$ cat src/hdl/bbd_pkg.sv
// Shared constants, types and codes of the Bayer demosaic.
package bbd_pkg;

    localparam int MAX_WIDTH = 2048;
    localparam int LINES     = 4;
    localparam int QDEPTH    = 4;
    localparam int PIX_W     = 8;
    localparam int COL_W     = $clog2(MAX_WIDTH);
    localparam int ROW_W     = 12;
    localparam int WID_W     = 12;
    localparam int HGT_W     = 13;
    localparam int BANK_W    = $clog2(LINES);
    localparam int QCNT_W    = $clog2(QDEPTH) + 1;
    localparam int QPTR_W    = $clog2(QDEPTH);
    localparam int IDX_W     = 2;
    localparam int DATA_W    = 13;

    localparam logic [WID_W-1:0] WIDTH_RESET  = WID_W'(640);
    localparam logic [HGT_W-1:0] HEIGHT_RESET = HGT_W'(480);

    typedef enum logic [IDX_W-1:0] {
        CFG_PATTERN = 2'd0,
        CFG_WIDTH   = 2'd1,
        CFG_HEIGHT  = 2'd2
    } cfg_idx_t;

    typedef enum logic [1:0] {
        CM_NORMAL,
        CM_LEFT,
        CM_RIGHT
    } cmode_t;

    typedef logic [3:0][PIX_W-1:0]      col_t;
    typedef logic [3:0][3:0][PIX_W-1:0] window_t;

    typedef struct packed {
        window_t          win;
        logic [ROW_W-1:0] y;
        logic [COL_W-1:0] x;
    } qentry_t;

    typedef struct packed {
        logic    valid;
        qentry_t entry;
    } push_t;

    typedef struct packed {
        logic              nonempty;
        logic [QCNT_W-1:0] count;
    } qstat_t;

endpackage

$ cat src/hdl/bbd_queue.sv
// Block queue between front and back end.
module bbd_queue (
    input  logic              clk,
    input  logic              rst_n,
    input  bbd_pkg::push_t    push,
    input  logic              pop,
    output bbd_pkg::qstat_t   qstat,
    output bbd_pkg::qentry_t  head
);

    bbd_pkg::qentry_t            q_reg [bbd_pkg::QDEPTH];
    logic [bbd_pkg::QPTR_W-1:0]  wr_reg, rd_reg;
    logic [bbd_pkg::QCNT_W-1:0]  cnt_reg, cnt_next;

    always_comb
    begin
        cnt_next = cnt_reg;
        if (push.valid && !pop)
            cnt_next = cnt_reg + bbd_pkg::QCNT_W'(1);
        else if (!push.valid && pop)
            cnt_next = cnt_reg - bbd_pkg::QCNT_W'(1);
    end

    always_ff @(posedge clk or negedge rst_n)
    begin
        if (!rst_n)
        begin
            wr_reg  <= '0;
            rd_reg  <= '0;
            cnt_reg <= '0;
        end
        else
        begin
            cnt_reg <= cnt_next;
            if (push.valid)
                wr_reg <= wr_reg + bbd_pkg::QPTR_W'(1);
            if (pop)
                rd_reg <= rd_reg + bbd_pkg::QPTR_W'(1);
        end
    end

    always_ff @(posedge clk)
    begin
        if (push.valid)
            q_reg[wr_reg] <= push.entry;
    end

    assign head           = q_reg[rd_reg];
    assign qstat.count    = cnt_reg;
    assign qstat.nonempty = (cnt_reg != '0);

endmodule

$ cat config.mk
export PLATFORM = sky130hd
export DESIGN_NAME = bbd_queue
export DESIGN_NICKNAME = d
export VERILOG_FILES = /design/src/hdl/bbd_pkg.sv /design/src/hdl/bbd_queue.sv
export SDC_FILE = /design/constraint.sdc
export NUM_CORES = 1
export LEC_CHECK = 0
export BUFFER_PORTS_ARGS = -buffer_cell sky130_fd_sc_hd__buf_2
export CAP_MARGIN = 20
export CORE_UTILIZATION = 40
export CTS_CLUSTER_DIAMETER = 80
export DETAILED_ROUTE_END_ITERATION = 7
export GPL_ROUTABILITY_DRIVEN = 0
export PLACE_DENSITY = 0.64
export SLEW_MARGIN = 20
export SYNTH_ARGS = -nofsm -noshare
export SYNTH_HDL_FRONTEND = slang
export SYNTH_SLANG_ARGS = --single-unit
$ cat constraint.sdc
create_clock -name clk -period 4.15 [get_ports clk]
set_input_delay 0.415 -clock clk [delete_from_list [all_inputs] [get_ports clk]]
set_output_delay 0.415 -clock clk [all_outputs]
set_load 0.005 [all_outputs]
== Word-level counts from Yosys, hierarchy flattened ==
Memory sizes are Yosys's and may differ from the RTL's.
Index checks and enable logic that the tools add are counted.

* Add/sub/neg operators: 4
* Muxes and demuxes: 4
* Shift-type cells: 0
* Div/mod/pow operators: 0
* Reduce and logical (&&, ||, !) cells: 6
* Bitwise logic cells: 0
* Multiply operators: 0
* Order comparisons: 0
* Eq/ne operators: 0

{| class="wikitable"
|+ Operators with widths
! operator !! number
|-
| $mux 3 || 2
|-
| $add 2x1->2 const B || 2
|-
| $add 3x1->3 const B || 1
|-
| $reduce_bool 3->1 || 1
|-
| $sub 3x1->3 const B || 1
|-
| $logic_and 1x1->1 || 2
|-
| $logic_not 1->1 || 2
|-
| $mux 1 || 2
|-
| $reduce_bool 2->1 || 1
|}

* Register bits after elaboration: 7
* Output and inout bits: 155
* Memory bits (read-only): 0
* Word-level logic and storage cells: 18
* Memories: 1
* Latch bits: 0
* Bits in writable memories: 604

{| class="wikitable"
|+ Memory list
! memory !! words !! bits a word !! read ports !! clocked after memory_dff !! write ports !! RTL line !! RTL
|-
| q_reg || 4 || 151 || 1 || 0 || 1 || bbd_queue.sv:11 || <nowiki>bbd_pkg::qentry_t q_reg [bbd_pkg::QDEPTH];</nowiki>
|}

== Depth between registers and ports, before layout ==
Gate-level depths: netlist (run 1).

* Depth in word-level cells: 4
* Depth in mapped cells: 7

== Least setup slack after synthesis (run 1) ==
No wires, ideal clock.

* Path kind: register -> register
* Start: register wr_reg[0] (netlist name)
* End: memory q_reg[2][0] (netlist name), enable pin
* Arrival time: 4073 ps
* Path buffers: 0
* Path slack: -451 ps
* Required time: 3622 ps
* Setup time: 528 ps
* Stages on the path, launching flop included: 4
* Path through: dfrtp_1 > inv_1 > ha_1 > and2_1

{| class="wikitable"
|+ RTL lines
! what !! RTL line !! RTL
|-
| from (decl) || bbd_queue.sv:12 || <nowiki>logic [bbd_pkg::QPTR_W-1:0] wr_reg, rd_reg;</nowiki>
|-
| from (signal assigned) || bbd_queue.sv:36 || <nowiki>wr_reg <= wr_reg + bbd_pkg::QPTR_W'(1);</nowiki>
|-
| to (decl) || bbd_queue.sv:11 ||
|}

Straight into the memory's write port.

==> summary.txt, run 1 <==
Initial DRT Pass Iterations -> 4
Max Cap Viol -> 0
Area of the multi-input gates -> 3600 sq um
DP HPWL -> 24,700 microns
Avg Inst Size Synth -> 26.9 sq um
Latest clock arrival within the worst-skew pair -> 0.60 ns
Top cells by count, synth -> edfxtp_1 (604), mux4_2 (151), buf_2 (18)
Num CTS Buffers -> 66
Die area -> 56,300 sq um
Rows -> 85
Setup Viol. Count Final -> 0
Share of cells above drive strength 1 -> 0.451
Worst hold path type -> input port to flip-flop
Pin count of the biggest net entering global routing -> 94
Met3 usage -> 0.0547
Slowest stage delay, CP -> 0.62 ns
Number of port buffers -> 309
WS Path Type -> flip-flop to primary output
Vias -> 10,000
# H-tree levels -> 3
Drt drc -> 0
Drt via density -> 5.07
Final hold slack -> 0.0481 ns
Routed Antenna Nets -> 0
RSZ-0062 raised after global routing -> false
Syn Std Cell Area -> 22,100 sq um
Post_cts resized -> 0
Register area share after synthesis -> 0.827
Grt peak-use layer -> met2
1st-iter DRT viols -> 518
Status -> completed
Setup TNS Final -> 0 ns
Critical-path cell list -> buf_12, mux4_2, buf_2
Global routing usage on met2 -> 0.249
Fin crit period -> 2.99 ns
CP top delay family -> buffers and inverters
CP startpoint kind -> flip-flop
Post-CTS setup buffers -> 0
Initial Util -> 0.408
Yosys top cell area share -> 0.819
Clk sinks -> 611
Clock Tree Buf Depth -> 3
Clk_skew -> 0.0167 ns
Post-synth top area cell -> edfxtp_1
Initial antenna violation count -> 9
Final Hold Vio Count -> 0
Number of distinct library cells after synthesis -> 18
Post-synthesis register bit count -> 611
Final max-slew violation count -> 0
Nets -> 1,390
Actual slew at the worst max-slew pin -> 0.847 ns
Mapped Nets -> 983
Worst path required time -> 3.73 ns
Io pins -> 310
Wire per inst -> 21.7 microns
EDFF count, synth -> 604
Most frequent cell after synthesis -> edfxtp_1
Number of global-route vias before repair -> 11,000
Grt met1 use -> 0.200
Power density cells -> 690 nW/um^2
Rel. slew slack -> 0.435
GRT overflow -> 0
Crit end category -> primary output
YS warnings -> 0
Crit path DAT -> 2.58 ns
Maximum vdd drop -> 517 uV
Fmax -> 334 MHz
Die X -> 237 microns
Bufs and invs on worst path -> 2
Critical path fanouts, max -> 89
Chip height -> 237 microns
Total GRT Usage -> 0.156
Max reg flops -> 604
Reg area -> 18,300 sq um
First-pass GRT wire length -> 65,200 microns
Clock Tree Root -> clkbuf_16
CP max stage cell -> mux4_2
Core area -> 54,200 sq um
Clock slew at reported path FFs -> 0.06 ns
Area Overhead vs Synth -> 22.5%
Prevailing post-synth register cell -> edfxtp_1
Synth Instances -> 822
Period utilization -> 0.721
Async S/R FF share, synth -> 0.0115
CTS tree -> built
Final wirelength -> 42,800 microns
Pleak -> 0.00923 uW
Layout filler cell count -> 4,268
Top cells by area, synth -> edfxtp_1 (82%), mux4_2 (15%), dfrtp_1 (0.79%)
[what timing repair did]
action,in CTS,in global routing
hold buffers,51,0
setup endpoints to repair,0,0
endpoints found under the hold margin,187,0
[per-layer routing]
metal,share of wire,vias to the layer above
met1,0.42,5255
met4,0.023,14
li1,-,4396
met2,0.48,259
met3,0.067,81
met5,0.0022,-
[path summary, 6_finish.rpt]
kind	startpoint	endpoint	slack, ns	depth (start not counted)
min	push[54]	q_reg[3][54]$_DFFE_PP_	0.05	1
min in group asynchronous	rst_n	cnt_reg[2]$_DFFE_PN0P_	0.21	2
min reg2reg	cnt_reg[2]$_DFFE_PN0P_	cnt_reg[2]$_DFFE_PN0P_	0.49	1
max	rd_reg[0]$_DFFE_PN0P_	head[72]	1.16	3
max reg2reg	wr_reg[1]$_DFFE_PN0P_	q_reg[1][85]$_DFFE_PP_	2.06	4
max in group asynchronous	rst_n	rd_reg[0]$_DFFE_PN0P_	3.75	2
[where the power goes]
group	switching [uW]	internal (uW)	total, uW
registers	371	8070	8440
clock network	2260	3100	5360
logic	2480	2430	4910
total	5120	13600	18700
[cell type report]
class / count / area share
sequential: 611 / 0.676
multi-input combinational: 173 / 0.133
timing repair buffer: 373 / 0.0850
clock buffer: 74 / 0.0632
tap: 696 / 0.0321
clock inverter: 39 / 0.0103
inverter: 4 / 0.000554
antenna: 4 / 0.000369
[placed cells by master, fill, tap and decap left out, types with 5 or more instances in the layout]
cell / netlist / routed
edfxtp_1: 604 / 604
clkbuf_1: 6 / 6
dfrtp_1: 7 / 5
clkbuf_16: 0 / 67
clkinv_2: 0 / 15
mux4_2: 151 / 151
ha_1: 5 / 5
buf_12: 0 / 12
clkinv_1: 0 / 13
dlygate4sd3_1: 0 / 51
buf_2: 18 / 309
[metrics by stage]
step           cells  utilization  area, sq um  setup WS (ns)  total power [uW]
6_report        1974        0.500        27100           1.16             18700
5_1_grt         1971        0.500        27100          0.938             19600
3_5_place_dp    1806        0.454        24600           1.68             13600
3_3_place_gp    1806        0.454        24600           1.69             13500
4_1_cts         1970        0.500        27100           1.03             19100
2_1_floorplan    822            -        22100           1.23             11500
[cell families (layout without fill, tap and decap cells)]
family,Yosys count,after routing,synth area share
other cells,0,4,0
simple gates,8,8,0.00192
buf+inv,38,490,0.0107
xor+xnor,6,6,0.00237
mux,152,152,0.154
compound gates,1,1,0.000226
flops,611,611,0.827
fa+ha+maj,6,6,0.00373
No activity file was read; power rests on OpenSTA's default activity.
==> run 2: changes to the inputs <==
--- a/config.mk
+++ b/config.mk
@@ -5,13 +5,14 @@
 export SDC_FILE = /design/constraint.sdc
 export NUM_CORES = 1
 export LEC_CHECK = 0
+export ABC_AREA = 1
 export BUFFER_PORTS_ARGS = -buffer_cell sky130_fd_sc_hd__buf_2
 export CAP_MARGIN = 20
 export CORE_UTILIZATION = 40
 export CTS_CLUSTER_DIAMETER = 80
 export DETAILED_ROUTE_END_ITERATION = 7
 export GPL_ROUTABILITY_DRIVEN = 0
-export PLACE_DENSITY = 0.64
+export PLACE_DENSITY = 0.62
 export SLEW_MARGIN = 20
 export SYNTH_ARGS = -nofsm -noshare
 export SYNTH_HDL_FRONTEND = slang
==> constraint.sdc (replaced) <==
create_clock -name clk -period 3.1 [get_ports clk]
set_input_delay 0.31 -clock clk [delete_from_list [all_inputs] [get_ports clk]]
set_output_delay 0.31 -clock clk [all_outputs]
set_load 0.005 [all_outputs]
==> run 2 against run 1 <==
Effect of this change:
- register-to-register slack lost 1.2 ns
- total power grew 47%
- sequential power grew 34%
- final area grew 12%
- clock skew grew 0.0027 ns
- first-iteration DRC count grew 58%
- via count grew 50%
- area after synthesis grew 9.3%
- largest power group unchanged
- highest routed layer unchanged
- sequential share of layout area shrank 7.2 points
- critical endpoint is now head[82]
==> summary.txt, run 2 <==
Most frequent cell after synthesis -> edfxtp_1
Top cells by area, synth -> edfxtp_1 (75%), o211ai_1 (9.4%), nand2_1 (7.2%)
Number of global-route vias before repair -> 15,000 (+37%)
Core area -> 59,400 sq um (+9.4%)
HP Start -> push[151]
Async S/R FF share, synth -> 0.0115 (unchanged)
Share of cells above drive strength 1 -> 0.194 (-0.256)
Total GRT Usage -> 0.172 (+0.0164)
EDFF count, synth -> 604 (unchanged)
Rel. slew slack -> 0.396 (-0.0397)
Post-synthesis register bit count -> 611 (unchanged)
DP HPWL -> 31,700 microns (+29%)
Simple-gate area share of the yosys netlist -> 0.0731 (+0.0711)
Layout filler cell count -> 4,976 (+17%)
Clk sinks -> 611 (unchanged)
Chip height -> 248 microns (+4.5%)
Mapped Nets -> 1,970 (+100%)
R2R setup slack -> 0.90 ns (-1.16 ns)
Period utilization -> 0.888
Fin crit period -> 2.75 ns
Num CTS Buffers -> 66 (unchanged)
Worst path required time -> 2.79 ns (-0.94 ns)
Initial Util -> 0.408 (-0.000518)
Clock Tree Root -> clkbuf_16
Synth Area in XOR/XNOR -> 0.00145 (-0.000926)
Final Total Pwr -> 27,400 uW (+47%)
Critical path fanouts, max -> 39 (-56%)
Maximum vdd drop -> 518 uV (+0.15%)
Final wirelength -> 53,100 microns (+24%)
Number of distinct library cells after synthesis -> 18 (unchanged)
Worst r2r path cells -> 4 (unchanged)
Top cells by count, synth -> edfxtp_1 (604), nand2_1 (467), inv_1 (313)
Die area -> 61,500 sq um (+9.2%)
Crit path DAT -> 2.44 ns (-0.14 ns)
Max Cap Viol -> 0 (unchanged)
Register area share after synthesis -> 0.757 (-0.0703)
Wire per inst -> 17.1 microns (-21%)
Latest clock arrival within the worst-skew pair -> 0.58 ns (-0.02 ns)
Setup Viol. Count Final -> 0 (unchanged)
1st-iter DRT viols -> 817 (+58%)
Max reg flops -> 604 (unchanged)
Clock slew at reported path FFs -> 0.05 ns (about the same)
Final hold slack -> 0.103 ns (+0.0553 ns)
Pin count of the biggest net entering global routing -> 114 (+21%)
Worst r2r src -> wr_reg[0]$_DFFE_PN0P_
YS warnings -> 0 (unchanged)
Initial DRT Pass Iterations -> 5 (+1)
Synth Area in Compound Gates -> 0.0939 (+0.0937)
Routed Antenna Nets -> 0 (unchanged)
First-pass GRT wire length -> 81,700 microns (+25%)
Most frequent cells in the layout -> edfxtp_1 (604), nand2_1 (463), buf_2 (309)
GRT overflow -> 0 (unchanged)
Initial antenna violation count -> 3 (-6)
Area Overhead vs Synth -> 25.3%
Die X -> 248 microns (+4.5%)
Prevailing post-synth register cell -> edfxtp_1
Drt drc -> 0 (unchanged)
RSZ-0062 raised after global routing -> false
Clk_skew -> 0.0194 ns (+0.00265 ns)
Actual slew at the worst max-slew pin -> 0.905 ns (+0.0577 ns)
Yosys top cell area share -> 0.749 (-0.0696)
Vias -> 15,000 (+50%)
Io pins -> 310 (unchanged)
CTS tree -> built
Avg Inst Size Synth -> 13.4 sq um (-50%)
Crit end category -> primary output
Synth Instances -> 1,809 (+120%)
Reg-to-reg endpoint -> q_reg[3][67]$_DFFE_PP_
CP startpoint kind -> flip-flop
# H-tree levels -> 3 (unchanged)
Clock Tree Buf Depth -> 3 (unchanged)
Final Hold Vio Count -> 0 (unchanged)
Post-Synth Adder-Cell Area -> 0.00341 (-0.000317)
Post-synth top area cell -> edfxtp_1
Syn Std Cell Area -> 24,200 sq um (+9.3%)
Mux share of post-synthesis cell area -> 0 (-0.154)
Rows -> 89 (+4.7%)
Most common cell after layout, fill and taps aside -> edfxtp_1
WS Path Type -> flip-flop to primary output
Status -> completed
Drt via density -> 4.83 (-4.6%)
Number of port buffers -> 309 (unchanged)
Power density cells -> 904 nW/um^2 (+31%)
Nets -> 2,444 (+76%)
Final max-slew violation count -> 0 (unchanged)
Hold worst-path end -> wr_reg[0]$_DFFE_PN0P_
Pleak -> 0.0120 uW (+31%)
Fmax -> 363 MHz
Main combinational cell family by area after synthesis -> compound AO/OA/AOI/OAI gates
Hold path depth -> 2 (+1)
Worst hold path type -> input port to flip-flop
==> run 2: cell count changes after synthesis, sizes merged, moves of 4 or more <==
cell | previous run | this run
inv | 4 | 314
o211ai | 0 | 302
and2 | 4 | 0
nand2 | 2 | 467
mux4 | 151 | 0
buf | 28 | 87
clkbuf | 6 | 14
==> run 2: final cells by class <==
| class | count | area [sq um] | area share |
|---|---|---|---|
| flip-flops and latches | 611 | 18300 | 0.604 |
| multi-input cells | 783 | 4180 | 0.138 |
| repair buffers | 507 | 3700 | 0.122 |
| clock buffers | 86 | 1790 | 0.0590 |
| inverters | 314 | 1200 | 0.0395 |
| well taps | 773 | 967 | 0.0319 |
| clock inverters | 27 | 166 | 0.00549 |
| diodes | 2 | 5.00 | 0.000165 |
==> run 2: what timing repair did <==
item,CTS,global route
buffers inserted,0,0
gates resized for setup,0,0
endpoints found under the hold margin,612,0
hold buffers,153,0
setup endpoints to repair,0,0
==> run 2: critical path: stages (launching register included) <==
cell and delay [ns]:
dfrtp_4 0.66, inv_6 0.40, buf_4 0.42, o211ai_1 0.17, nand2_1 0.09, buf_2 0.11
==> run 2: through the flow <==
step	util	area, sq um	setup TNS [ns]	setup WS (ns)	std cells
3_5_place_dp	0.452	26800	0	0.809	2835
2_1_floorplan	-	24200	-125.63	-0.220	1809
5_1_grt	0.511	30300	0	0.135	3103
3_3_place_gp	0.452	26800	0	0.842	2835
4_1_cts	0.511	30300	0	0.225	3101
6_report	0.511	30300	0	0.346	3103
==> run 2: worst max-delay path by stage <==
stage                                   to  cells after the start                  start  slack [ns]
floorplan            q_reg[2][0]$_DFFE_PP_                      4  wr_reg[0]$_DFFE_PN0P_       -0.22
global placement    q_reg[3][18]$_DFFE_PP_                      4  wr_reg[0]$_DFFE_PN0P_        0.84
detailed placement  q_reg[3][44]$_DFFE_PP_                      4  wr_reg[0]$_DFFE_PN0P_        0.81
CTS                               head[82]                      5  rd_reg[1]$_DFFE_PN0P_        0.23
global route                     head[141]                      5  rd_reg[1]$_DFFE_PN0P_        0.13
finish                            head[82]                      5  rd_reg[1]$_DFFE_PN0P_        0.35
==> run 2: report_power, final <==
part	total (uW)	internal (uW)	switching [uW]
clock	7180	4150	3030
combinational	8950	3370	5580
sequential	11300	10800	494
total	27400	18300	9110
==> run 2: routing by layer <==
| layer | track usage | vias to the layer above | routed length [microns] |
|---|---|---|---|
| met5 | 0 | - | 10 |
| met4 | 0.0455 | 2 | 840 |
| met3 | 0.0516 | 72 | 4000 |
| met2 | 0.285 | 405 | 25500 |
| met1 | 0.219 | 7262 | 22800 |
| li1 | - | 7260 | - |
==> run 2: kinds of logic (layout without fill, tap and decap cells) <==
family	count (synthesis)	after routing
simple gates	470	470
buf+inv	415	934
flops	611	611
xor+xnor	4	4
compound gates	303	303
fa+ha+maj	6	6
other cells	0	2
==> run 3: changes to the inputs <==
--- a/config.mk
+++ b/config.mk
@@ -6,7 +6,7 @@
 export NUM_CORES = 1
 export LEC_CHECK = 0
 export ABC_AREA = 1
-export BUFFER_PORTS_ARGS = -buffer_cell sky130_fd_sc_hd__buf_2
+export BUFFER_PORTS_ARGS = -buffer_cell sky130_fd_sc_hd__clkbuf_2
 export CAP_MARGIN = 20
 export CORE_UTILIZATION = 40
 export CTS_CLUSTER_DIAMETER = 80
==> run 3 against run 2 <==
Effect of this change:
- utilization down 0.074 points
- first-iteration DRC count down 3.8%
- sequential power about the same
- final cell count down 0.19%
- register-to-register slack better by 0.46 ns
- critical path depth up 1
==> summary.txt, run 3 (synthesized netlist as in run 2, its figures left out) <==
Worst setup path end -> head[99]
Pin count of the biggest net entering global routing -> 152 (+33%)
Critical path fanouts, max -> 46 (+18%)
Worst hold path type -> input port to flip-flop
Period utilization -> 0.868 (-0.0201)
Fmax -> 372 MHz (+2.3%)
Clk_skew -> 0.0158 ns (-0.00361 ns)
Area of the multi-input gates -> 4180 sq um (unchanged)
CP max stage cell -> dfrtp_4
Initial antenna violation count -> 5 (+2)
Maximum vdd drop -> 682 uV (+32%)
Clock Tree Root -> clkbuf_16
Max Cap Viol -> 0 (unchanged)
Status -> completed
Num CTS Buffers -> 68 (+3.0%)
Core area -> 59,400 sq um (unchanged)
Rel. slew slack -> 0.420 (+0.0239)
CP startpoint kind -> flip-flop
Most frequent cells in the layout -> edfxtp_1 (604), nand2_1 (463), clkbuf_2 (309)
Vias -> 14,900 (-0.37%)
Initial DRT Pass Iterations -> 5 (unchanged)
Initial Util -> 0.408 (unchanged)
Power density cells -> 911 nW/um^2 (+0.71%)
WS Path Type -> flip-flop to primary output
R2R setup slack -> 1.36 ns (+0.46 ns)
Final wirelength -> 52,100 microns (-1.8%)
Io pins -> 310 (unchanged)
Total GRT Usage -> 0.170 (-0.00191)
Post-CTS setup buffers -> 0 (unchanged)
Worst setup startpoint -> rd_reg[0]$_DFFE_PN0P_
Crit end category -> primary output
Crit path DAT -> 2.38 ns (-0.06 ns)
Actual slew at the worst max-slew pin -> 0.871 ns (-0.0340 ns)
Worst r2r path cells -> 5 (+1)
Routed Antenna Nets -> 0 (unchanged)
Fin crit period -> 2.69 ns (-0.0622 ns)
Final Hold Vio Count -> 0 (unchanged)
CTS tree -> built
Latest clock arrival within the worst-skew pair -> 0.59 ns (about the same)
Reg-to-reg endpoint -> q_reg[1][104]$_DFFE_PP_
Number of global-route vias before repair -> 14,900 (-0.96%)
Number of port buffers -> 309 (unchanged)
Area Overhead vs Synth -> 25.1%
Drt drc -> 0 (unchanged)
# H-tree levels -> 3 (unchanged)
Die area -> 61,500 sq um (unchanged)
Final max-slew violation count -> 0 (unchanged)
Wire per inst -> 16.8 microns (-1.7%)
Critical-path cell list -> buf_12, buf_12, nand2_1, o211ai_1, nand2_1, clkbuf_2
Worst path required time -> 2.79 ns (about the same)
Setup Viol. Count Final -> 0 (unchanged)
Most common cell after layout, fill and taps aside -> edfxtp_1
Worst r2r src -> wr_reg[1]$_DFFE_PN0P_
Die X -> 248 microns (unchanged)
Slowest stage delay, CP -> 0.79 ns (+0.13 ns)
Chip height -> 248 microns (unchanged)
Post_cts resized -> 0 (unchanged)
Clk sinks -> 611 (unchanged)
Setup TNS Final -> 0 ns (unchanged)
GRT overflow -> 0 (unchanged)
RSZ-0062 raised after global routing -> false
Clock slew at reported path FFs -> 0.05 ns (about the same)
Max reg flops -> 604 (unchanged)
Final hold slack -> 0.0811 ns (-0.0223 ns)
Rows -> 89 (unchanged)
Share of cells above drive strength 1 -> 0.192 (-0.00183)
Reg area -> 18,300 sq um (unchanged)
Nets -> 2,433 (-0.45%)
First-pass GRT wire length -> 80,600 microns (-1.3%)
1st-iter DRT viols -> 786 (-3.8%)
Drt via density -> 4.83 (-0.17%)
Pleak -> 0.0121 uW (+0.34%)
DP HPWL -> 29,300 microns (-7.6%)
Clock Tree Buf Depth -> 3 (unchanged)
Layout filler cell count -> 4,990 (+0.28%)
[run 3: area by class of cell]
cell class | count | area share
sequential | 611 | 0.605
multi-input combinational | 783 | 0.138
timing repair buffer | 494 | 0.117
clock buffer | 91 | 0.0611
inverter | 314 | 0.0396
tap | 773 | 0.0319
clock inverter | 26 | 0.00715
antenna | 5 | 0.000413
[run 3: layer usage]
| layer | vias to the layer above | wire [microns] | GRT usage |
|---|---|---|---|
| li1 | 7250 | - | - |
| met1 | 7268 | 21800 | 0.205 |
| met2 | 350 | 25800 | 0.290 |
| met3 | 76 | 3460 | 0.0532 |
| met4 | 2 | 1100 | 0.0529 |
| met5 | - | 13 | 0 |
[run 3: power by group]
part	leakage, uW	internal [uW]	switching [uW]
clock	0.00101	4380	3120
combinational	0.00546	3210	5620
sequential	0.00563	10800	450
total	0.0121	18400	9190
[run 3: through the flow]
stage | power [uW] | instances | worst slack, ns | util | cell area (sq um)
finish | 27600 | 3097 | 0.409 | 0.510 | 30300
global route | 29300 | 3096 | 0.219 | 0.510 | 30300
CTS | 28000 | 3092 | 0.307 | 0.510 | 30300
detailed placement | 20300 | 2823 | 0.988 | 0.450 | 26700
global placement | 20100 | 2823 | 1.03 | 0.450 | 26700
floorplan | 16700 | 1809 | -0.220 | - | 24200
[run 3: critical path, delay by kind of cell, from the launching register on]
family                 cells  cell delay (ns)
AOI/OAI and AO/OA          1             0.09
buffers and inverters      3             0.68
DFF                        1             0.79
and+or+nand+nor            2             0.20
[run 3: what timing repair did]
| item | CTS | global route |
|---|---|---|
| hold buffers | 152 | 0 |
| setup endpoints to repair | 0 | 0 |
| endpoints found under the hold margin | 609 | 0 |
[run 3: how the worst min path moves through the flow]
stage / endpoint / cells after the start / slack [ns] / startpoint
after floorplan: cnt_reg[0]$_DFFE_PN0P_ / 0 / 0.01 / rst_n
after global routing: q_reg[1][130]$_DFFE_PP_ / 1 / 0.05 / push[130]
final: q_reg[0][130]$_DFFE_PP_ / 1 / 0.08 / push[130]
after global placement: cnt_reg[2]$_DFFE_PN0P_ / 1 / 0.16 / rst_n
after CTS: q_reg[1][130]$_DFFE_PP_ / 1 / 0.04 / push[130]
after detailed placement: cnt_reg[0]$_DFFE_PN0P_ / 1 / 0.16 / rst_n
