$ cat src/hdl/bbd_pkg.sv
// Shared constants, types and codes of the Bayer demosaic.
package bbd_pkg;

    localparam int MAX_WIDTH = 2048;
    localparam int LINES     = 4;
    localparam int QDEPTH    = 4;
    localparam int PIX_W     = 8;
    localparam int COL_W     = $clog2(MAX_WIDTH);
    localparam int ROW_W     = 12;
    localparam int WID_W     = 12;
    localparam int HGT_W     = 13;
    localparam int BANK_W    = $clog2(LINES);
    localparam int QCNT_W    = $clog2(QDEPTH) + 1;
    localparam int QPTR_W    = $clog2(QDEPTH);
    localparam int IDX_W     = 2;
    localparam int DATA_W    = 13;

    localparam logic [WID_W-1:0] WIDTH_RESET  = WID_W'(640);
    localparam logic [HGT_W-1:0] HEIGHT_RESET = HGT_W'(480);

    typedef enum logic [IDX_W-1:0] {
        CFG_PATTERN = 2'd0,
        CFG_WIDTH   = 2'd1,
        CFG_HEIGHT  = 2'd2
    } cfg_idx_t;

    typedef enum logic [1:0] {
        CM_NORMAL,
        CM_LEFT,
        CM_RIGHT
    } cmode_t;

    typedef logic [3:0][PIX_W-1:0]      col_t;
    typedef logic [3:0][3:0][PIX_W-1:0] window_t;

    typedef struct packed {
        window_t          win;
        logic [ROW_W-1:0] y;
        logic [COL_W-1:0] x;
    } qentry_t;

    typedef struct packed {
        logic    valid;
        qentry_t entry;
    } push_t;

    typedef struct packed {
        logic              nonempty;
        logic [QCNT_W-1:0] count;
    } qstat_t;

endpackage

$ cat src/hdl/bbd_ifs.sv


interface bbd_rgb_if;
    logic                      valid;
    logic                      ready;
    logic [bbd_pkg::PIX_W-1:0] red;
    logic [bbd_pkg::PIX_W-1:0] green;
    logic [bbd_pkg::PIX_W-1:0] blue;
    logic [bbd_pkg::ROW_W-1:0] pixel_row;
    logic [bbd_pkg::COL_W-1:0] pixel_col;
    logic                      block_last;
    modport source (output valid, output red, output green, output blue,
                    output pixel_row, output pixel_col, output block_last, input ready);
    modport sink   (input valid, input red, input green, input blue,
                    input pixel_row, input pixel_col, input block_last, output ready);
endinterface


$ cat src/hdl/bbd_back.sv
// Back end: interpolates the four pixels of each queued block into the output register.
module bbd_back (
    input  logic              clk,
    input  logic              rst_n,
    input  logic              pattern,
    input  bbd_pkg::qstat_t   qstat,
    input  bbd_pkg::qentry_t  head,
    output logic              pop,
    bbd_rgb_if.source         rgb_out
);

    logic [1:0]                 phase_reg;
    logic                       valid_reg;
    logic [bbd_pkg::PIX_W-1:0]  red_reg, green_reg, blue_reg;
    logic [bbd_pkg::ROW_W-1:0]  row_reg;
    logic [bbd_pkg::COL_W-1:0]  col_reg;
    logic                       last_reg;
    logic [bbd_pkg::PIX_W-1:0]  red_next, green_next, blue_next;
    logic                       load;
    bbd_pkg::window_t           p;

    function automatic logic [bbd_pkg::PIX_W-1:0] avg2(input logic [bbd_pkg::PIX_W-1:0] a,
                                                       input logic [bbd_pkg::PIX_W-1:0] b);
        logic [bbd_pkg::PIX_W:0] s;
        s = {1'b0, a} + {1'b0, b};
        return s[bbd_pkg::PIX_W:1];
    endfunction

    function automatic logic [bbd_pkg::PIX_W-1:0] avg4(input logic [bbd_pkg::PIX_W-1:0] a,
                                                       input logic [bbd_pkg::PIX_W-1:0] b,
                                                       input logic [bbd_pkg::PIX_W-1:0] c,
                                                       input logic [bbd_pkg::PIX_W-1:0] d);
        logic [bbd_pkg::PIX_W+1:0] s;
        s = {2'b0, a} + {2'b0, b} + {2'b0, c} + {2'b0, d};
        return s[bbd_pkg::PIX_W+1:2];
    endfunction

    assign p    = head.win;
    assign load = qstat.nonempty && (!valid_reg || rgb_out.ready);
    assign pop  = load && (phase_reg == 2'd3);

    always_comb
    begin
        case ({pattern, phase_reg})
            3'b000:
            begin
                red_next   = p[1][1];
                green_next = avg4(p[0][1], p[1][0], p[1][2], p[2][1]);
                blue_next  = avg4(p[0][0], p[0][2], p[2][0], p[2][2]);
            end
            3'b001:
            begin
                red_next   = avg2(p[1][1], p[1][3]);
                green_next = p[1][2];
                blue_next  = avg2(p[0][2], p[2][2]);
            end
            3'b010:
            begin
                red_next   = avg2(p[1][1], p[3][1]);
                green_next = p[2][1];
                blue_next  = avg2(p[2][0], p[2][2]);
            end
            3'b011:
            begin
                red_next   = avg4(p[1][1], p[1][3], p[3][1], p[3][3]);
                green_next = avg4(p[1][2], p[2][1], p[2][3], p[3][2]);
                blue_next  = p[2][2];
            end
            3'b100:
            begin
                red_next   = avg2(p[0][1], p[2][1]);
                green_next = p[1][1];
                blue_next  = avg2(p[1][0], p[1][2]);
            end
            3'b101:
            begin
                red_next   = avg4(p[0][1], p[0][3], p[2][1], p[2][3]);
                green_next = avg4(p[0][2], p[1][1], p[2][2], p[1][3]);
                blue_next  = p[1][2];
            end
            3'b110:
            begin
                red_next   = p[2][1];
                green_next = avg4(p[2][0], p[1][1], p[2][2], p[3][1]);
                blue_next  = avg4(p[1][0], p[1][2], p[3][0], p[3][2]);
            end
            default:
            begin
                red_next   = avg2(p[2][1], p[2][3]);
                green_next = p[2][2];
                blue_next  = avg2(p[1][2], p[3][2]);
            end
        endcase
    end

    always_ff @(posedge clk or negedge rst_n)
    begin
        if (!rst_n)
        begin
            phase_reg <= '0;
            valid_reg <= 1'b0;
        end
        else
        begin
            if (load)
            begin
                phase_reg <= phase_reg + 2'd1;
                valid_reg <= 1'b1;
            end
            else if (rgb_out.ready)
                valid_reg <= 1'b0;
        end
    end

    always_ff @(posedge clk)
    begin
        if (load)
        begin
            red_reg   <= red_next;
            green_reg <= green_next;
            blue_reg  <= blue_next;
            row_reg   <= head.y + bbd_pkg::ROW_W'(phase_reg[1]);
            col_reg   <= head.x + bbd_pkg::COL_W'(phase_reg[0]);
            last_reg  <= (phase_reg == 2'd3);
        end
    end

    assign rgb_out.valid      = valid_reg;
    assign rgb_out.red        = red_reg;
    assign rgb_out.green      = green_reg;
    assign rgb_out.blue       = blue_reg;
    assign rgb_out.pixel_row  = row_reg;
    assign rgb_out.pixel_col  = col_reg;
    assign rgb_out.block_last = last_reg;

endmodule

$ cat src/flat_wrapper.sv
// flat-port wrapper written by rule: the top's interface ports become plain ports
module bbd_back_flat 
  (clk, rst_n, pattern, qstat, head, pop, rgb_out_valid, rgb_out_red, rgb_out_green, rgb_out_blue, rgb_out_pixel_row, rgb_out_pixel_col, rgb_out_block_last, rgb_out_ready);
  bbd_rgb_if rgb_out_i ();
  input  logic clk;
  input  logic rst_n;
  input  logic pattern;
  input  bbd_pkg::qstat_t qstat;
  input  bbd_pkg::qentry_t head;
  output logic pop;
  output wire logic [$bits(rgb_out_i.valid)-1:0] rgb_out_valid;
  output wire logic [$bits(rgb_out_i.red)-1:0] rgb_out_red;
  output wire logic [$bits(rgb_out_i.green)-1:0] rgb_out_green;
  output wire logic [$bits(rgb_out_i.blue)-1:0] rgb_out_blue;
  output wire logic [$bits(rgb_out_i.pixel_row)-1:0] rgb_out_pixel_row;
  output wire logic [$bits(rgb_out_i.pixel_col)-1:0] rgb_out_pixel_col;
  output wire logic [$bits(rgb_out_i.block_last)-1:0] rgb_out_block_last;
  input wire logic [$bits(rgb_out_i.ready)-1:0] rgb_out_ready;
  assign rgb_out_valid = rgb_out_i.valid;
  assign rgb_out_red = rgb_out_i.red;
  assign rgb_out_green = rgb_out_i.green;
  assign rgb_out_blue = rgb_out_i.blue;
  assign rgb_out_pixel_row = rgb_out_i.pixel_row;
  assign rgb_out_pixel_col = rgb_out_i.pixel_col;
  assign rgb_out_block_last = rgb_out_i.block_last;
  assign rgb_out_i.ready = rgb_out_ready;
  bbd_back u_core (.clk(clk), .rst_n(rst_n), .pattern(pattern), .qstat(qstat), .head(head), .pop(pop), .rgb_out(rgb_out_i));
endmodule
$ cat config.mk
export PLATFORM = sky130hd
export DESIGN_NAME = bbd_back_flat
export DESIGN_NICKNAME = d
export VERILOG_FILES = /design/src/hdl/bbd_pkg.sv /design/src/hdl/bbd_ifs.sv /design/src/hdl/bbd_back.sv /design/src/flat_wrapper.sv
export SDC_FILE = /design/constraint.sdc
export NUM_CORES = 1
export LEC_CHECK = 0
export ABC_AREA = 1
export ABC_CLOCK_PERIOD_IN_PS = 2920
export BUFFER_PORTS_ARGS = -buffer_cell sky130_fd_sc_hd__buf_4
export CAP_MARGIN = 0
export CELL_PAD_IN_SITES_DETAIL_PLACEMENT = 0
export CELL_PAD_IN_SITES_GLOBAL_PLACEMENT = 2
export CORE_MARGIN = 2
export CORE_UTILIZATION = 26
export CTS_CLUSTER_DIAMETER = 80
export DETAILED_ROUTE_END_ITERATION = 10
export HOLD_SLACK_MARGIN = 0.05
export MAX_ROUTING_LAYER = met4
export PLACE_DENSITY = 0.74
export SYNTH_ARGS = -nofsm -noshare
export SYNTH_HDL_FRONTEND = slang
export SYNTH_SLANG_ARGS = --single-unit
$ cat constraint.sdc
create_clock -name clk -period 2.92 [get_ports clk]
set_input_delay 0.584 -clock clk [delete_from_list [all_inputs] [get_ports clk]]
set_output_delay 0.584 -clock clk [all_outputs]
set_load 0.03 [all_outputs]
Word-level counts from Yosys, hierarchy flattened:

Cells that the tools add are included.

* $add $sub $neg: 35
* eq/ne operators: 7
* muxes and demuxes: 5
* reductions and logical operators: 6

Operators by type and width (count)
* case mux 8 bit (7 select lines): 3
* adder 10 x 8 -> 10 bit: 16
* adder 8 x 8 -> 9 bit: 16
* adder 12 x 1 -> 12 bit: 1
* adder 11 x 1 -> 11 bit: 1
* equality test 3 bit, second input constant: 3
* equality test 3 x 2 -> 1 bit, second input constant: 2
* equality test 3 x 1 -> 1 bit, second input constant: 1
* zero test 3 bit: 1
* adder 2 x 1 -> 2 bit, second input constant: 1
* equality test 2 bit, second input constant: 1
* logical AND 1 bit: 2
* two-way mux 1 bit: 2
* nonzero test 2 bit: 1
* zero test 1 bit: 1
* logical OR 1 bit: 1

* register bits after elaboration: 51
* output and inout port bits: 50

Depth between registers and ports, before layout:

Gate-level depths: netlist of run 1.

* depth after elaboration: 4
* depth in mapped cells: 24
* gate-level depth less buffers: 24

Worst setup path after synthesis of run 1:

OpenSTA, ideal clock, no wires.

* path type: input -> register
* start point: input port head[63] in the netlist's numbering
* end point: register u_core.green_reg (netlist bit u_core.rgb_out.green[5]) (data pin)
* arrival: 3.336 ns
* path slack: -0.676 ns
* stages: 20
* cell sequence: ha_1 inv_1 fa_1 o21ai_0 nand2_1 nand2_1 a21oi_1 xor2_1 fa_1 inv_1 ha_1 nand2_1 inv_1 nand4_1 nand3_1 or2_2 nand3_1 nand2_1 nor2_1 nand3_1

* cells in the longest elaborated chain, start to end: 4

Ends and longest elaborated chain
* from (decl): line flat_wrapper.sv:9 `input bbd_pkg::qentry_t head;`
* adder 8 x 8 -> 9 bit: line bbd_back.sv:34 `s = {2'b0, a} + {2'b0, b} + {2'b0, c} + {2'b0, d};`
* adder 10 x 8 -> 10 bit (2 in series): line bbd_back.sv:34
* case mux 8 bit (7 select lines) *: line bbd_back.sv:44 `case ({pattern, phase_reg})`
* net u_core.green_next, one bit: line bbd_back.sv:18 `logic [bbd_pkg::PIX_W-1:0] red_next, green_next, blue_next;`
* to (signal assigned): line bbd_back.sv:120 `green_reg <= green_next;`
* to (decl): line bbd_back.sv:14 `logic [bbd_pkg::PIX_W-1:0] red_reg, green_reg, blue_reg;`

Mark *: on every way through the listed nets, which the timed path passes. The rest lies on a longest branch.
A chain may end at the register's enable or synchronous reset.

Final worst setup path of run 1:

* start point: input port head[71] in the netlist's numbering
* end point: register u_core.green_reg (netlist bit u_core.rgb_out.green[5]) (data pin)

Same word-level chain as after synthesis.

==> reports/summary.txt, run 1 <==
status: finished, violations left
failing checks: negative setup slack
layout cell share with drive strength beyond 1: 0.397
first-pass GRT wire length: 71,700 um
async set-or-reset flop fraction in the synthesized netlist: 0.0588
post-layout min period: 3.26 ns
Power, Total: 10.3 mW
RSZ-0062 raised after global routing: true
vias in the first global route: 12,800
endpoints failing setup: 24
H-tree depth: 2
via/cell ratio: 4.61
final worst setup slack: -0.344 ns
VDD IR-drop max: 0.000383 V
HP Class: flip-flop to flip-flop
core area: 44,100 um2
total iterations of the first detailed-routing run: 5
Synth Instances: 1,678
Clock Latency Late Sink: 0.32 ns
Die W: 215 um
pwr dens: 568 nW/um2
Syn Area/Cell: 6.90 um2
post-synth top area cell: ha_1
Syn Std Cell Area: 11,600 um2
Num CTS Buffers: 5
Clock Skew: 0.0140 ns
post-synthesis cell type count: 44
critical path depth: 21
Net Count, Synth: 2,077
clock transition at the registers of the reported paths: 0.08 ns
Slowest-stage cell, CP: fa_1
share of the synthesized area in the top cell type: 0.177
worst-case clock buffer depth: 2
startpoint types: primary input
All-Layer GR Usage: 0.209
Area Overhead vs Synth: 57.2%
final hold violations: 0
synth top area cells: ha_1, fa_1, edfxtp_1
crit end category: flip-flop
Commonest cells post-synth: inv_1, nand2_1, ha_1
worst-path cell chain: buf_8, ha_4, inv_2, fa_2, o21ai_4, nand2_1, nand2_1, a21oi_2, xor2_1, fa_1, inv_2, ha_4, nand2_1, inv_1, nand4_1, nand3_2, nor2_1, nand3b_1, nand2_1, nor2_1, nand3_1
Hold Path Depth: 2
Buffers on Ports: 205
CTS root buffer: clkbuf_16
initial antenna violation count: 0
die height: 215 um
CP bufs+invs: 4
post-synthesis sequential area ratio: 0.131
Ys Warns: 0
most common cell in the netlist: inv_1
f_max: 0.306 GHz
Setup TNS Final: -4.94 ns
total wire length: 47,700 um
worst-margin pin slew: 0.714 ns
register bit total from synthesis: 51
Final Slew Violations: 0
Post-synth EDFFs: 48
routability cong.: 0.882
starting DRC count in detailed routing: 741
DRT antenna net count: 0
critical path arrival: 3.34 ns
Crit path largest cell delay: 0.50 ns
Ports: 209
Tcrit/Tclk final: 1.12
Util after Layout: 0.413
Routed wire per std cell: 17.2 um
max_cap viols: 0
Worst path most repeated cell: nand2_1
starting density of the core: 0.263
CP Max Fanout: 4
Leak: 9.24 nW
gr ovfl total: 0
clock sink count: 51
Largest register FFs: 12
hpwl dp: 41,200 um
final net count: 2,576
drt drc: 0
Reg2Reg Depth: 13
DR vias: 12,800
Top FF cell, synth: edfxtp_1
family with the most delay on the worst path: adder cells
max_slew headroom: 0.523
Die ar.: 46,300 um2
critical path class: primary input to flip-flop
row count: 77
Critical Path RT: 2.99 ns
pin count of the biggest net entering global routing: 28
ANT cells: 0
CTS tree: done
where the power goes:
part	leakage (nW)	total (mW)	internal, mW	switching (mW)
Combinational	8.68	8.51	3.71	4.80
Sequential	0.496	1.22	1.12	0.0991
Clock	0.0708	0.615	0.319	0.296
tightest hold or removal path: stages, from the launching register on:
cell	delay [ns]
dfrtp_1	0.34
nand2_1	0.07
nand2_1	0.06
metrics by stage:
stage | std cells | instance area, um2 | hold WS, ns | worst slack [ns]
detailed placement | 2732 | 16500 | 0.378 | -0.822
CTS | 2759 | 17600 | 0.509 | -0.344
finish | 2770 | 18200 | 0.504 | -0.344
floorplan | 1678 | 12200 | 0.288 | -0.438
global route | 2770 | 18200 | 0.566 | -0.546
global placement | 2732 | 16500 | 0.380 | -0.821
worst paths after layout:
check,start,endpoint,slack [ns]
worst max-delay path,head[71],u_core.rgb_out.green[5]$_DFFE_PP_,-0.34
worst min-delay path,u_core.rgb_out.valid$_DFFE_PN0P_,u_core.rgb_out.valid$_DFFE_PN0P_,0.50
worst max register to register,u_core.phase_reg[1]$_DFFE_PN0P_,u_core.rgb_out.red[5]$_DFFE_PP_,0.10
worst min register to register,u_core.rgb_out.valid$_DFFE_PN0P_,u_core.rgb_out.valid$_DFFE_PN0P_,0.50
max in group asynchronous,rst_n,u_core.phase_reg[0]$_DFFE_PN0P_,2.20
min in group asynchronous,rst_n,u_core.rgb_out.valid$_DFFE_PN0P_,0.62
cell type report:
cell class	instances	area, um2
fillers	4696	25900
multi-input cells	1224	10300
repair buffers	504	3990
flip-flops and latches	51	1520
inverters	391	1490
well taps	592	741
clock buffers	6	129
clock inverters	2	13.8
kinds of logic (layout without fill, tap and decap cells):
kind of cell,Yosys count,count (layout),synth area share
AO/OA/AOI/OAI,280,280,0.139
buffers and inverters,403,903,0.133
AND/OR/NAND/NOR,640,640,0.241
adder cells (fa/ha/maj),240,240,0.308
flip-flops,51,51,0.131
XOR/XNOR,64,64,0.0484
per-layer routing:
layer | up-vias | track usage | share of wire
li1 | 6429 | - | -
met4 | 0 | 0.0354 | 0.018
met2 | 260 | 0.362 | 0.49
met1 | 6031 | 0.263 | 0.45
met3 | 48 | 0.0307 | 0.045
met5 | - | - | 0
cells in the final DEF (no fill, tap or decap), types with 7 or more instances in the layout:
| cell | netlist | routed |
|---|---|---|
| buf_4 | 2 | 463 |
| inv_1 | 384 | 323 |
| nand2_1 | 360 | 309 |
| ha_1 | 164 | 103 |
| nand3_1 | 122 | 98 |
| a21oi_1 | 136 | 93 |
| nor2_1 | 75 | 70 |
| inv_2 | 6 | 62 |
| fa_1 | 76 | 60 |
| ha_4 | 0 | 60 |
| nand2_2 | 2 | 49 |
| edfxtp_1 | 48 | 48 |
| a21oi_2 | 0 | 38 |
| nand4_1 | 35 | 35 |
| xor2_1 | 43 | 29 |
| buf_6 | 1 | 29 |
| o21ai_0 | 60 | 25 |
| nand3_2 | 1 | 23 |
| o21ai_1 | 3 | 21 |
| nand3b_1 | 16 | 16 |
| fa_2 | 0 | 16 |
| o21bai_1 | 17 | 14 |
| o211ai_1 | 14 | 14 |
| or2_2 | 17 | 13 |
| o21ai_2 | 0 | 13 |
| xnor2_1 | 21 | 13 |
| o22ai_1 | 14 | 13 |
| xor2_2 | 0 | 9 |
| buf_8 | 0 | 8 |
| xnor2_2 | 0 | 7 |
timing repair:
action,in CTS,in global routing
pin swaps,127,115
setup endpoints to repair,24,24
buffers inserted,18,12
resized for setup,196,118
hold buffers,1,0
endpoints found under the hold margin,3,0
Power figures use the tool's default switching activity.
==> inputs of run 2 (changes only) <==
- ABC_AREA: 1 -> 0
- PLACE_DENSITY: 0.74 -> 0.71
==> reports/summary.txt, run 2 <==
All-Layer GR Usage: 0.214
max_cap viols: 0
family with the most delay on the worst path: compound AO/OA/AOI/OAI gates
Tcrit/Tclk final: 1.26
Hold Path Origin: qstat[3]
crit end category: flip-flop
Reg2Reg Depth: 15
gr ovfl total: 0
Hold Path Depth: 2
Leak: 8.65 nW
Area Overhead vs Synth: 67.4%
initial antenna violation count: 0
total iterations of the first detailed-routing run: 5
vias in the first global route: 12,100
total wire length: 45,800 um
core area: 41,000 um2
Power, Total: 11.9 mW
row count: 74
Largest register FFs: 12
layout cell share with drive strength beyond 1: 0.477
Routed wire per std cell: 18.9 um
post-synthesis sequential area ratio: 0.140
CTS root buffer: clkbuf_16
critical path class: primary input to flip-flop
share of the synthesized area in the top cell type: 0.189
commonest non-fill, non-tap cells in the layout: buf_4, inv_1, ha_1
DR vias: 11,700
Die W: 208 um
Post-synth EDFFs: 48
drt drc: 0
Syn Area/Cell: 8.36 um2
post-synth top area cell: ha_1
Top FF cell, synth: edfxtp_1
most common cell after layout, fill and taps aside: buf_4
Ys Warns: 0
Clock Skew: 0.0109 ns
worst-case clock buffer depth: 2
clock transition at the registers of the reported paths: 0.08 ns
die height: 208 um
Layout fillers: 4,140
xor/xnor share of the synthesized area: 0.0993
Num CTS Buffers: 5
Slowest-stage cell, CP: fa_1
Compound-Gate Fraction of Synth Area: 0.230
Worst path most repeated cell: a21oi_2
Setup TNS Final: -11.81 ns
routability cong.: 0.883
endpoints failing setup: 24
H-tree depth: 2
post-layout min period: 3.68 ns
Finished Layout Cells: 2,423
Hold Crit Endpoint: u_core.rgb_out.valid$_DFFE_PN0P_
hpwl dp: 39,900 um
Final Slew Violations: 0
FF-to-FF End: u_core.rgb_out.blue[7]$_DFFE_PP_
most common cell in the netlist: inv_1
async set-or-reset flop fraction in the synthesized netlist: 0.0588
worst-path cell chain: buf_8, ha_4, a21o_1, a21oi_2, o21ai_1, a21oi_2, o21ai_1, xnor2_1, fa_1, inv_2, ha_4, a21oi_2, nor3_2, o41ai_2, nand2_1, a211o_1, a21oi_2, a22oi_1
CP Max Fanout: 3
VDD IR-drop max: 0.000479 V
Syn Std Cell Area: 10,800 um2
Hold Worst Slack: 0.490 ns
worst-margin pin slew: 0.789 ns
Critical Path RT: 3.00 ns
f_max: 0.272 GHz
final net count: 2,288
first-pass GRT wire length: 68,500 um
Synth Instances: 1,297
FF-to-FF Start: u_core.phase_reg[0]$_DFFE_PN0P_
starting density of the core: 0.265
placed insts: 2,363
startpoint types: primary input
Commonest cells post-synth: inv_1, ha_1, a21oi_1
pwr dens: 658 nW/um2
failing checks: negative setup slack
minimum setup slack among reg-to-reg paths: -0.48 ns
critical path arrival: 3.76 ns
max_slew headroom: 0.474
Util after Layout: 0.443
Buffers on Ports: 205
starting DRC count in detailed routing: 541
CTS tree: done
final worst setup slack: -0.763 ns
pin count of the biggest net entering global routing: 28
Crit path largest cell delay: 0.46 ns
largest family of logic cells by synthesized area: adder cells
DRT antenna net count: 0
RSZ-0062 raised after global routing: true
synth top area cells: ha_1, fa_1, edfxtp_1
Ports: 209
post-synthesis cell type count: 71
Net Count, Synth: 1,696
via/cell ratio: 4.81
HP Class: primary input to flip-flop
adder-cell area share of the yosys netlist: 0.329
CP bufs+invs: 2
status: finished, violations left
multiplexer share of the synthesized area: 0.00911
clock sink count: 51
register bit total from synthesis: 51
Clock Latency Late Sink: 0.32 ns
final hold violations: 0
Die ar.: 43,400 um2
Synth Area in Simple Gates: 0.107
-- run 2: area by class of cell --
type	count	area (um2)	area share
Timing Repair Buffer	605	4760	0.262
Clock buffer	6	129	0.00710
Antenna cell	1	2.50	0.000138
Sequential cell	51	1520	0.0835
Multi-Input combinational cell	1003	10200	0.562
Clock inverter	2	13.8	0.000758
Tap cell	532	666	0.0367
Inverter	223	856	0.0471
-- run 2: metrics by stage --
stage | area [um2] | worst slack, ns
after detailed placement | 16300 | -1.32
final | 18200 | -0.763
after CTS | 17600 | -0.844
after floorplan | 11600 | -0.758
after global routing | 18200 | -0.894
after global placement | 16300 | -1.31
-- run 2: what timing repair did --
item,in CTS,in global routing
hold buffers,1,0
buffers inserted,40,13
hold endpoints to repair,3,0
setup endpoints to repair,24,24
resized for setup,163,94
pin swaps,110,76
-- run 2: cell families (layout without fill, tap and decap cells) --
logic type	Yosys count	count (layout)
flip-flops	51	51
multiplexers	9	9
XOR/XNOR	123	123
adder cells (fa/ha/maj)	240	240
AND/OR/NAND/NOR	247	247
AO/OA/AOI/OAI	384	384
buffers and inverters	243	836
other	0	1
-- run 2: report_power, final --
part | internal (mW) | switching (mW)
clock | 0.319 | 0.288
combinational | 4.88 | 5.23
sequential | 1.13 | 0.101
total | 6.33 | 5.62
-- run 2: worst register-to-register path: stages, from the launching register on --
cell	delay, ns
dfrtp_1	0.38
inv_1	0.08
ha_2	0.24
nand2b_1	0.14
buf_12	0.17
nand2_1	0.07
o21ai_0	0.08
buf_4	0.15
ha_1	0.28
nor2b_1	0.13
o21a_1	0.18
o21a_1	0.22
or3b_1	0.36
a31oi_1	0.31
o22a_1	0.21
a31oi_1	0.11
-- run 2: routing by layer --
layer | GRT usage | share of wire
met1 | 0.271 | 0.45
met2 | 0.355 | 0.48
met3 | 0.0355 | 0.046
met4 | 0.0533 | 0.026
met5 | - | 0
-- run 2: worst max path at each step --
stage	start	end	slack [ns]	cells past startpoint
finish	head[32]	u_core.rgb_out.green[6]$_DFFE_PP_	-0.76	18
global route	head[32]	u_core.rgb_out.red[3]$_DFFE_PP_	-0.89	18
CTS	head[32]	u_core.rgb_out.green[6]$_DFFE_PP_	-0.84	18
detailed placement	head[32]	u_core.rgb_out.green[6]$_DFFE_PP_	-1.32	18
global placement	head[32]	u_core.rgb_out.green[6]$_DFFE_PP_	-1.31	18
floorplan	head[64]	u_core.rgb_out.red[6]$_DFFE_PP_	-0.76	16
==> inputs of run 3 (changes only) <==
- ABC_CLOCK_PERIOD_IN_PS: 2920 -> 3960
- clock period: 2.92 -> 3.96 ns (I/O delays scaled with it)
==> reports/summary.txt, run 3 (synthesis gave the netlist of run 2 again) <==
Critical Path RT: 4.04 ns
endpoints failing setup: 0
Util after Layout: 0.385
Clock Power Share: 0.073
Clock Latency Late Sink: 0.32 ns
crit end category: flip-flop
placed insts: 2,251
DR vias: 11,000
f_max: 0.254 GHz
worst-case clock buffer depth: 2
startpoint types: primary input
status: finished clean
Die W: 208 um
placed cell areas: 14,800 um2
initial antenna violation count: 0
final hold violations: 0
Buffers on Ports: 205
starting DRC count in detailed routing: 526
max_slew headroom: 0.227
Ports: 209
switching share of power: 0.480
gr ovfl total: 0
HP Class: primary input to asynchronous set/reset pin
logic gate share of total power: 0.808
RSZ-0062 raised after global routing: true
Num CTS Buffers: 5
Final Slew Violations: 0
Clock Skew: 0.0199 ns
commonest non-fill, non-tap cells in the layout: buf_4, inv_1, ha_1
core area: 41,000 um2
Area Overhead vs Synth: 45.7%
clock transition at the registers of the reported paths: 0.09 ns
Tcrit/Tclk final: 0.995
CP Max Fanout: 2
final net count: 2,134
Routed wire per std cell: 19.3 um
total iterations of the first detailed-routing run: 5
CTS tree: done
register share of total power: 0.119
Largest register FFs: 12
Finished Layout Cells: 2,268
Design Area, Final: 15,800 um2
routability cong.: 0.891
All-Layer GR Usage: 0.202
total wire length: 43,700 um
Internal Dissipation: 4.01 mW
worst-margin pin slew: 1.16 ns
VDD IR-drop max: 0.000331 V
pin count of the biggest net entering global routing: 51
DRT antenna net count: 0
CTS root buffer: clkbuf_16
NetSw: 3.70 mW
row count: 74
Setup TNS Final: 0 ns
layout cell share with drive strength beyond 1: 0.348
hpwl dp: 37,800 um
vias in the first global route: 11,200
ANT cells: 0
pwr dens: 488 nW/um2
starting density of the core: 0.265
most common cell after layout, fill and taps aside: buf_4
critical path class: primary input to flip-flop
H-tree depth: 2
drt drc: 0
critical path arrival: 4.02 ns
via/cell ratio: 4.84
die height: 208 um
clock sink count: 51
first-pass GRT wire length: 64,400 um
Die ar.: 43,400 um2
post-layout min period: 3.94 ns
Leak: 7.68 nW
max_cap viols: 0
Hold-fix buffers, CTS: 0
## run 3: worst paths after layout
path | startpoint | to | slack (ns) | depth (start not counted)
max in group asynchronous | rst_n | u_core.phase_reg[1]$_DFFE_PN0P_ | 3.60 | 1
hold reg to reg | u_core.rgb_out.valid$_DFFE_PN0P_ | u_core.rgb_out.valid$_DFFE_PN0P_ | 0.54 | 2
setup reg to reg | u_core.phase_reg[0]$_DFFE_PN0P_ | u_core.rgb_out.blue[5]$_DFFE_PP_ | 0.36 | 13
min in group clk | u_core.rgb_out.valid$_DFFE_PN0P_ | u_core.rgb_out.valid$_DFFE_PN0P_ | 0.54 | 2
setup / recovery | head[80] | u_core.rgb_out.red[6]$_DFFE_PP_ | 0.02 | 17
hold / removal | rst_n | u_core.rgb_out.valid$_DFFE_PN0P_ | 0.26 | 1
## run 3: routing by layer
| metal | wire, um | GRT usage | up-vias | part of all wire |
|---|---|---|---|---|
| met5 | 0 | - | - | 0 |
| met4 | 1170 | 0.0491 | 0 | 0.027 |
| met3 | 2010 | 0.0282 | 54 | 0.046 |
| met2 | 21400 | 0.343 | 285 | 0.49 |
| met1 | 19100 | 0.253 | 5224 | 0.44 |
| li1 | - | - | 5419 | - |
## run 3: metrics by stage
step / setup WS [ns] / hold slack (ns) / power (mW)
finish: 0.0200 / 0.264 / 7.71
global route: -0.204 / 0.252 / 8.30
CTS: -0.0266 / 0.261 / 7.34
detailed placement: -0.498 / 0.521 / 6.64
global placement: -0.488 / 0.512 / 6.63
floorplan: -0.00148 / 0.496 / 4.20
## run 3: worst max-delay path: stages
cell and delay, ns:
buf_8 0.10, ha_4 0.23, a211oi_2 0.21, nor2_1 0.07, o21a_1 0.22, o41ai_2 0.33
xor2_1 0.31, fa_1 0.47, inv_2 0.07, ha_4 0.19, a21oi_2 0.13, nor2_1 0.05
o21ai_1 0.14, a21oi_1 0.08, a211oi_1 0.20, nand2_1 0.07, o32a_1 0.35
## run 3: cell type report
| type | instances | area [um2] |
|---|---|---|
| multi-input combinational | 1003 | 9170 |
| timing repair buffer | 451 | 3440 |
| tap | 532 | 666 |
| clock buffer | 6 | 139 |
| inverter | 223 | 841 |
| clock inverter | 2 | 38.8 |
| fill | 4281 | 25200 |
| sequential | 51 | 1520 |
## run 3: what timing repair did
action | 4_1_cts | 5_1_grt
pin swaps | 14 | 107
resized for setup | 23 | 158
setup buffers | 4 | 6
setup endpoints to repair | 12 | 16
## run 3: power groups by stage
stage / clock (mW) / sequential [mW] / combinational, mW
2_1_floorplan: 0 / 1.16 / 3.05
3_3_place_gp: 0 / 0.928 / 5.70
3_5_place_dp: 0 / 0.924 / 5.72
4_1_cts: 0.570 / 0.919 / 5.86
5_1_grt: 0.592 / 0.933 / 6.78
6_report: 0.564 / 0.916 / 6.23
